===== config.mk =====
export PLATFORM = sky130hd
export DESIGN_NAME = dual_queue_priority_runway_scheduler
export DESIGN_NICKNAME = d
export VERILOG_FILES = /design/src/rtl/core/dqprs_pkg.sv /design/src/rtl/core/dqprs_cell.sv /design/src/rtl/core/dqprs_queue.sv /design/src/rtl/core/dqprs_stats.sv /design/src/rtl/core/dual_queue_priority_runway_scheduler.sv
export VERILOG_INCLUDE_DIRS = /design/src /design/src/rtl/core
export SDC_FILE = /design/constraint.sdc
export NUM_CORES = 2
export LEC_CHECK = 0
export BUFFER_PORTS_ARGS = -buffer_cell sky130_fd_sc_hd__buf_2
export CAP_MARGIN = 25
export CORE_UTILIZATION = 40
export CTS_BUF_LIST = sky130_fd_sc_hd__clkbuf_2
export CTS_CLUSTER_SIZE = 12
export DETAILED_ROUTE_END_ITERATION = 8
export PLACE_DENSITY = 0.69
export SLEW_MARGIN = 10
export SYNTH_ARGS = -nofsm -noshare
export SYNTH_HDL_FRONTEND = slang
export SYNTH_SLANG_ARGS = --single-unit

===== constraint.sdc =====
create_clock -name clk -period 12.6 [get_ports clk]
set_input_delay 1.89 -clock clk [delete_from_list [all_inputs] [get_ports clk]]
set_output_delay 1.89 -clock clk [all_outputs]
set_load 0.03 [all_outputs]

===== src/rtl/core/dual_queue_priority_runway_scheduler_defines.svh =====
// Assertion macros shared by the scheduler modules.
// Each macro expects a clock named clk and an active-low reset named arst_n in scope.
`ifndef DUAL_QUEUE_PRIORITY_RUNWAY_SCHEDULER_DEFINES_SVH
`define DUAL_QUEUE_PRIORITY_RUNWAY_SCHEDULER_DEFINES_SVH

// Same-cycle implication, checked outside reset.
`define DQPRS_ASSERT_NOW(label, ante, cons, msg) \
	label: assert property (@(posedge clk) disable iff (!arst_n) (ante) |-> (cons)) \
		else $error(msg);

// Next-cycle implication, checked outside reset.
`define DQPRS_ASSERT_NEXT(label, ante, cons, msg) \
	label: assert property (@(posedge clk) disable iff (!arst_n) (ante) |=> (cons)) \
		else $error(msg);

`endif


===== src/rtl/core/dqprs_pkg.sv =====
// Shared types and constants for the two-queue priority scheduler.
// No dependencies.
package dqprs_pkg;

	// Wide enough for a fill count at the largest supported queue depth (64).
	localparam int unsigned LIM_W = 7;

	// Reset value of both capacity registers.
	localparam logic [3:0] CAP_RESET = 4'd5;

	// Register indexes on the configuration port.
	localparam logic REG_HIGH_CAP = 1'b0;
	localparam logic REG_LOW_CAP  = 1'b1;

	// Codes of the served_kind field.
	localparam logic [1:0] KIND_IDLE = 2'd0;
	localparam logic [1:0] KIND_HIGH = 2'd1;
	localparam logic [1:0] KIND_LOW  = 2'd2;

	// Per-tick control broadcast from a queue to each of its stamp cells.
	typedef struct packed {
		logic             en;
		logic             pop;
		logic [LIM_W-1:0] keep_lim;
		logic [LIM_W-1:0] fill_lim;
	} cell_ctrl_t;

endpackage


===== src/rtl/core/dqprs_cell.sv =====
// One stamp cell of a queue chain: holds the arrival tick of one waiting request.
// Depends on dqprs_pkg.
module dqprs_cell #(
	parameter int unsigned IDX = 0
) (
	input  logic                clk,
	input  dqprs_pkg::cell_ctrl_t ctrl,
	input  logic [31:0]         tick,
	input  logic [31:0]         next_stamp,
	output logic [31:0]         stamp
);
	import dqprs_pkg::*;

	localparam logic [LIM_W-1:0] POS = LIM_W'(IDX);

	logic [31:0] stamp_q;

	// Surviving entries move one place toward the head on a pop; new arrivals
	// land just behind them with the current tick.
	always_ff @(posedge clk) begin
		if (ctrl.en) begin
			if (POS < ctrl.keep_lim) begin
				if (ctrl.pop) begin
					stamp_q <= next_stamp;
				end
			end else if (POS < ctrl.fill_lim) begin
				stamp_q <= tick;
			end
		end
	end

	assign stamp = stamp_q;

endmodule


===== src/rtl/core/dqprs_queue.sv =====
// One bounded FIFO of arrival stamps built as a chain of cells, with its fill count.
// Depends on dqprs_pkg and dqprs_cell.
`include "dual_queue_priority_runway_scheduler_defines.svh"
module dqprs_queue #(
	parameter int unsigned DEPTH = 8
) (
	input  logic                              clk,
	input  logic                              arst_n,
	input  logic                              step,
	input  logic [3:0]                        req_count,
	input  logic [3:0]                        cap_cfg,
	input  logic                              pop,
	input  logic [31:0]                       tick,
	output logic                              nonempty,
	output logic [31:0]                       head_wait,
	output logic [3:0]                        refused,
	output logic [$clog2(DEPTH+1)-1:0]        fill
);
	import dqprs_pkg::*;

	localparam int unsigned FW = $clog2(DEPTH + 1);
	localparam int unsigned AW = (FW > 4) ? FW : 4;

	logic [FW-1:0] fill_q;
	logic [FW-1:0] cap;
	logic [FW-1:0] room;
	logic [FW-1:0] acc;
	logic [FW-1:0] app_fill;
	logic [FW-1:0] keep;
	logic [31:0]   head_stamp;
	logic [31:0]   stamps [DEPTH];
	cell_ctrl_t    ctrl;

	// Effective capacity and the number of arrivals that still fit.
	always_comb begin
		cap      = (32'(cap_cfg) > DEPTH) ? FW'(DEPTH) : FW'(cap_cfg);
		room     = (cap > fill_q) ? (cap - fill_q) : '0;
		acc      = (AW'(req_count) < AW'(room)) ? FW'(req_count) : room;
		app_fill = fill_q + acc;
		keep     = pop ? ((fill_q != '0) ? (fill_q - FW'(1)) : '0) : fill_q;
	end

	assign nonempty = (app_fill != '0);
	assign refused  = req_count - 4'(acc);

	// Control shared by every cell of the chain.
	always_comb begin
		ctrl.en       = step;
		ctrl.pop      = pop;
		ctrl.keep_lim = LIM_W'(keep);
		ctrl.fill_lim = LIM_W'(app_fill - FW'(pop));
	end

	// The chain: on a pop, each surviving cell takes its neighbor's stamp.
	for (genvar i = 0; i < DEPTH; i++) begin : g_cell
		logic [31:0] nb;
		if (i == DEPTH - 1) begin : g_last
			assign nb = tick;
		end else begin : g_mid
			assign nb = stamps[i+1];
		end
		dqprs_cell #(.IDX(i)) u_cell (
			.clk        (clk),
			.ctrl       (ctrl),
			.tick       (tick),
			.next_stamp (nb),
			.stamp      (stamps[i])
		);
	end

	// A request that arrives and leaves in the same tick waited zero ticks.
	assign head_stamp = (fill_q != '0) ? stamps[0] : tick;
	assign head_wait  = tick - head_stamp;

	// Fill count.
	always_ff @(posedge clk or negedge arst_n) begin
		if (!arst_n) begin
			fill_q <= '0;
		end else if (step) begin
			fill_q <= app_fill - FW'(pop);
		end
	end

	assign fill = fill_q;

	`DQPRS_ASSERT_NOW(a_fill_bound, 1'b1, 32'(fill_q) <= DEPTH, "queue fill above depth")
	`DQPRS_ASSERT_NOW(a_pop_nonempty, step && pop, nonempty, "pop from an empty queue")
	`DQPRS_ASSERT_NEXT(a_fill_cap, step && !pop, fill_q <= $past(cap) || fill_q == $past(fill_q),
		"fill grew past capacity")

endmodule


===== src/rtl/core/dqprs_stats.sv =====
// Saturating totals and wait sums of the scheduler.
// Depends on dqprs_pkg.
module dqprs_stats (
	input  logic        clk,
	input  logic        arst_n,
	input  logic        step,
	input  logic [4:0]  total_add,
	input  logic [4:0]  refused_add,
	input  logic [1:0]  kind,
	input  logic [31:0] wait_ticks,
	output logic [31:0] total_requests,
	output logic [31:0] high_served_count,
	output logic [31:0] low_served_count,
	output logic [31:0] refused_count,
	output logic [31:0] idle_count,
	output logic [31:0] high_wait_sum,
	output logic [31:0] low_wait_sum
);
	import dqprs_pkg::*;

	logic [31:0] total_q, hserv_q, lserv_q, refused_q, idle_q, hwait_q, lwait_q;

	function automatic logic [31:0] sat_add(input logic [31:0] a, input logic [31:0] b);
		logic [32:0] s;
		s = {1'b0, a} + {1'b0, b};
		return s[32] ? '1 : s[31:0];
	endfunction

	// Each counter sticks at its maximum instead of wrapping.
	always_ff @(posedge clk or negedge arst_n) begin
		if (!arst_n) begin
			total_q   <= '0;
			hserv_q   <= '0;
			lserv_q   <= '0;
			refused_q <= '0;
			idle_q    <= '0;
			hwait_q   <= '0;
			lwait_q   <= '0;
		end else if (step) begin
			total_q   <= sat_add(total_q, 32'(total_add));
			refused_q <= sat_add(refused_q, 32'(refused_add));
			case (kind)
				KIND_HIGH: begin
					hserv_q <= sat_add(hserv_q, 32'd1);
					hwait_q <= sat_add(hwait_q, wait_ticks);
				end
				KIND_LOW: begin
					lserv_q <= sat_add(lserv_q, 32'd1);
					lwait_q <= sat_add(lwait_q, wait_ticks);
				end
				default: begin
					idle_q <= sat_add(idle_q, 32'd1);
				end
			endcase
		end
	end

	assign total_requests    = total_q;
	assign high_served_count = hserv_q;
	assign low_served_count  = lserv_q;
	assign refused_count     = refused_q;
	assign idle_count        = idle_q;
	assign high_wait_sum     = hwait_q;
	assign low_wait_sum      = lwait_q;

endmodule


===== src/rtl/core/dual_queue_priority_runway_scheduler.sv =====
// Strict-priority scheduler over two bounded stamp queues with saturating wait statistics.
// Each request is one tick; the result appears in a result register in the cycle after
// acceptance, and a new request is taken every cycle in which that register is free or
// being drained, so the block sustains one tick per clock. That rate is set by each
// queue's cell chain updating its fill and picking its head within each tick. Capacities are
// written over the configuration port at byte addresses 0 (high) and 4 (low).
// Depends on dqprs_pkg, dqprs_queue, dqprs_stats and the assertion macro header.
`include "dual_queue_priority_runway_scheduler_defines.svh"
module dual_queue_priority_runway_scheduler #(
	parameter int unsigned QUEUE_DEPTH  = 8,
	parameter int unsigned MAX_REQUESTS = 15
) (
	input  logic        clk,
	input  logic        arst_n,
	// Configuration port
	input  logic        psel,
	input  logic        penable,
	input  logic        pwrite,
	input  logic [2:0]  paddr,
	input  logic [31:0] pwdata,
	output logic [31:0] prdata,
	output logic        pready,
	// Request channel
	input  logic        req_valid,
	output logic        req_ready,
	input  logic [3:0]  high_requests,
	input  logic [3:0]  low_requests,
	// Result channel
	output logic        res_valid,
	input  logic        res_ready,
	output logic [1:0]  served_kind,
	output logic [31:0] served_wait,
	output logic [31:0] total_requests,
	output logic [31:0] high_served_count,
	output logic [31:0] low_served_count,
	output logic [31:0] refused_count,
	output logic [31:0] idle_count,
	output logic [31:0] high_wait_sum,
	output logic [31:0] low_wait_sum,
	output logic [3:0]  high_occupancy,
	output logic [3:0]  low_occupancy
);
	import dqprs_pkg::*;

	localparam int unsigned FW = $clog2(QUEUE_DEPTH + 1);

	logic [3:0]    high_cap_q, low_cap_q;
	logic [31:0]   tick_q;
	logic          res_valid_q;
	logic [1:0]    kind_q;
	logic [31:0]   wait_q;
	logic          step;
	logic [3:0]    hr, lr;
	logic          high_ne, low_ne, high_pop, low_pop;
	logic [31:0]   high_wait, low_wait;
	logic [3:0]    high_ref, low_ref;
	logic [FW-1:0] high_fill, low_fill;
	logic [1:0]    kind;
	logic [31:0]   wait_ticks;

	// Configuration registers.
	assign pready = 1'b1;

	always_ff @(posedge clk or negedge arst_n) begin
		if (!arst_n) begin
			high_cap_q <= CAP_RESET;
			low_cap_q  <= CAP_RESET;
		end else if (psel && penable && pwrite) begin
			case (paddr[2])
				REG_HIGH_CAP: high_cap_q <= pwdata[3:0];
				REG_LOW_CAP:  low_cap_q  <= pwdata[3:0];
				default:      high_cap_q <= high_cap_q;
			endcase
		end
	end

	always_comb begin
		case (paddr[2])
			REG_HIGH_CAP: prdata = 32'(high_cap_q);
			REG_LOW_CAP:  prdata = 32'(low_cap_q);
			default:      prdata = '0;
		endcase
	end

	// A request is taken whenever the result register is free or drains this cycle.
	assign req_ready = !res_valid_q || res_ready;
	assign step      = req_valid && req_ready;

	// Clamp request counts.
	assign hr = (32'(high_requests) > MAX_REQUESTS) ? 4'(MAX_REQUESTS) : high_requests;
	assign lr = (32'(low_requests) > MAX_REQUESTS) ? 4'(MAX_REQUESTS) : low_requests;

	// High priority wins whenever its queue holds anything after arrivals.
	assign high_pop = high_ne;
	assign low_pop  = !high_ne && low_ne;

	dqprs_queue #(.DEPTH(QUEUE_DEPTH)) u_high (
		.clk       (clk),
		.arst_n    (arst_n),
		.step      (step),
		.req_count (hr),
		.cap_cfg   (high_cap_q),
		.pop       (high_pop),
		.tick      (tick_q),
		.nonempty  (high_ne),
		.head_wait (high_wait),
		.refused   (high_ref),
		.fill      (high_fill)
	);

	dqprs_queue #(.DEPTH(QUEUE_DEPTH)) u_low (
		.clk       (clk),
		.arst_n    (arst_n),
		.step      (step),
		.req_count (lr),
		.cap_cfg   (low_cap_q),
		.pop       (low_pop),
		.tick      (tick_q),
		.nonempty  (low_ne),
		.head_wait (low_wait),
		.refused   (low_ref),
		.fill      (low_fill)
	);

	// Served kind and wait for this tick.
	always_comb begin
		if (high_pop) begin
			kind       = KIND_HIGH;
			wait_ticks = high_wait;
		end else if (low_pop) begin
			kind       = KIND_LOW;
			wait_ticks = low_wait;
		end else begin
			kind       = KIND_IDLE;
			wait_ticks = '0;
		end
	end

	dqprs_stats u_stats (
		.clk               (clk),
		.arst_n            (arst_n),
		.step              (step),
		.total_add         (5'(hr) + 5'(lr)),
		.refused_add       (5'(high_ref) + 5'(low_ref)),
		.kind              (kind),
		.wait_ticks        (wait_ticks),
		.total_requests    (total_requests),
		.high_served_count (high_served_count),
		.low_served_count  (low_served_count),
		.refused_count     (refused_count),
		.idle_count        (idle_count),
		.high_wait_sum     (high_wait_sum),
		.low_wait_sum      (low_wait_sum)
	);

	// Tick counter and result register.
	always_ff @(posedge clk or negedge arst_n) begin
		if (!arst_n) begin
			tick_q      <= '0;
			res_valid_q <= 1'b0;
		end else begin
			if (step) begin
				tick_q      <= tick_q + 32'd1;
				res_valid_q <= 1'b1;
			end else if (res_ready) begin
				res_valid_q <= 1'b0;
			end
		end
	end

	always_ff @(posedge clk) begin
		if (step) begin
			kind_q <= kind;
			wait_q <= wait_ticks;
		end
	end

	assign res_valid      = res_valid_q;
	assign served_kind    = kind_q;
	assign served_wait    = wait_q;
	assign high_occupancy = 4'(high_fill);
	assign low_occupancy  = 4'(low_fill);

	`DQPRS_ASSERT_NOW(a_idle_zero_wait, res_valid_q && kind_q == KIND_IDLE, wait_q == 32'd0,
		"idle tick reported a nonzero wait")
	`DQPRS_ASSERT_NEXT(a_high_first, step && high_fill != '0, kind_q == KIND_HIGH,
		"waiting high-priority request was not served first")
	`DQPRS_ASSERT_NOW(a_ready_when_empty, !res_valid_q, req_ready,
		"request refused while the result register is empty")

endmodule


==> results.md <==
* Yosys warns at 0
* # setup viols final at 0
* Clock root cell: clkbuf_2
* R2r startpoint: u_high.fill[2]
* Worst Max-Slew Pin Slew at between 1 and 1.5 ns
* Seq/Total Area, Yosys at 0.5347
* Worst-Skew Late Latency at about 1.4 ns
* CP most frequent cell: ha_1
* Yosys reg bits at 819
* Netlist cell types at 88
* IO Pins at 351
* Syn avg cell area at 12.12 um2
* Max Fanout on Critical Path at 43
* Critical path arrival at 10.82 ns
* Final Skew at between 0.1 and 0.15 ns
* Remaining global-route overflow at 0
* Worst Setup Start Kind: flip-flop
* Via-to-Cell Ratio at roughly 5.4
* Status: complete, no violations
* CTS Sinks at 819
* Final period util at 0.7639
* Final net count at 4,190
* Tot GR Track Use at 0.1973
* Die W at between 300 and 400 um
* Critical path's largest stage delay at a little over 1 ns
* Number of buffers created by CTS at 195
* Max Fclk at 103.9 MHz
* Crit path launch: u_high.fill[2]
* Setup Fix Bufs, Post-CTS at 0
* Drt total wl at 109,700 um
* Min-delay worst type: reg2reg
* Setup CP Type: reg2reg
* Detailed placer's ending HPWL at approximately 72,000 um
* Fin cells at between 5,000 and 6,000
* Pre-CTS WS at 3.144 ns
* Longest Clk Path Bufs at 3
* Vias in the first global route at between 20,000 and 30,000
* Max Slew Vio Count at 0
* Core footprint at roughly 110,000 um2
* Crit path max-delay cell type: o32ai_1
* CP required at 13.80 ns
* Final setup TNS at 0 ns
* Initial Util at 0.4047
* Fraction of registers with async set or reset after synthesis at 0.3333
* Clk pin slew, worst setup/hold paths at 0.11 ns
* Layout cells sized above 1 at 0.2906
* Slew margin rel. at 0.1999
* Nature of the critical path endpoint: flip-flop
* CTS tree: done
* Die footprint at 109,900 um2
* Drt pass-1 iters at 7
* Hold path start: u_high.g_cell[1].u_cell.stamp[7]
* H-tree levels at 4
* Drc violations at 0
* Ys flop type: edfxtp_1
* Initial antenna violation count at 8
* GPL Wtd Cong at 0.9298
* Die Span Y at 331.6 um
* Post-Synthesis Cell Area at roughly 43,000 um2
* Synth Instances at 3,585
* Final Hold Slack at 0.4742 ns
* IO Port Bufs at approximately 290
* Fin. Hold Viols at 0
* Post-DR wirelength/cell at about 20 um
* Largest net degree at the start of global routing at between 150 and 200
* WP buf/inv at 3
* Crit path max-delay family: compound AO/OA/AOI/OAI gates
* DR iter-0 viols at 2,197
* Vias at 29,970
* CTS resizes at 0
* Number of hold buffers added after CTS at 0
* Min Tclk post-route at 9.625 ns
* DRT antenna net count at 0
* Row Count at 120
* Placed Cells incl. Taps at just over 5,000
* Fin worst setup slack at 2.975 ns
* First-pass GRT wire length at 170,500 um
* Post-synth EDFFs at 546
* RSZ-0062 raised after global routing: false
* Area growth syn-to-layout at 11.51%
* Max-cap violations at 0
## logic make-up (layout without fill, tap and decap cells)
logic type,count (synthesis),in the layout,share of synthesized area
XOR/XNOR,250,250,0.05092
buffers and inverters,303,789,0.03044
adder cells (fa/ha/maj),191,191,0.05846
other,2,40,0.0001729
multiplexers,533,533,0.1363
AO/OA/AOI/OAI,636,636,0.09328
AND/OR/NAND/NOR,851,851,0.09570
flip-flops,819,819,0.5347
## layout by cell type, fill, tap and decap left out, types with 29 or more instances in the layout
cell	n
o21a_1	33
a21o_1	80
conb_1	29
nor3_1	34
nor2_1	194
o22ai_1	29
mux2i_1	65
clkbuf_2	279
inv_1	92
dfrtp_1	269
and3_1	63
buf_2	290
ha_1	171
clkinv_1	41
nand4_1	39
xor2_1	135
nand2_1	243
a31oi_1	42
o21ai_0	108
mux2_2	468
xnor2_1	112
a21oi_1	196
edfxtp_1	546
buf_4	53
nand3_1	121
## path summary, 6_finish.rpt
path	end	slack, ns	cells after the start
setup / recovery	u_stats.high_wait_sum[2]	2.98	31
hold / removal	u_high.g_cell[0].u_cell.stamp[7]	0.47	1
setup reg to reg	u_stats.high_wait_sum[2]	2.98	31
hold reg to reg	u_high.g_cell[0].u_cell.stamp[7]	0.47	1
max in group asynchronous	u_stats.low_wait_sum[10]	10.56	2
min in group asynchronous	u_stats.low_served_count[28]	0.59	1
## layout make-up
cell class	instances	area, um2
diodes	11	27.53
clock buffers	279	1396
clock inverters	67	410.4
fillers	9848	58910
inverters	94	354.1
multi-input cells	2490	19310
flip-flops and latches	819	23230
well taps	1403	1755
repair buffers	349	1962
## Yosys cell counts (all sizes together) (63+ instances only)
master,count,share of area
mux2i,65,0.015
and3,63,0.0091
xnor2,115,0.024
buf,89,0.012
nand3,122,0.014
dfrtp,269,0.15
xor2,135,0.027
o21ai,115,0.013
nand2,245,0.021
mux2,468,0.12
ha,171,0.049
edfxtp,546,0.38
a21o,80,0.014
a21oi,206,0.024
inv,93,0.0080
clkbuf,120,0.010
nor2,198,0.017
## per-layer routing
| layer | global-route usage | wire length, um |
|---|---|---|
| met1 | 0.2533 | 47210 |
| met5 | 0 | 20 |
| met4 | 0.08728 | 3800 |
| met2 | 0.3185 | 51490 |
| met3 | 0.04420 | 7178 |
## stage by stage
| stage | area (um2) | utilization |
|---|---|---|
| after global routing | 48440 | 0.4512 |
| final | 48450 | 0.4513 |
| after floorplan | 43550 | - |
| after CTS | 48390 | 0.4508 |
| after detailed placement | 46580 | 0.4339 |
| after global placement | 46540 | 0.4335 |
Power is not shown: default switching activity piles up to over one toggle a cycle in this logic, so the estimate is an artifact.
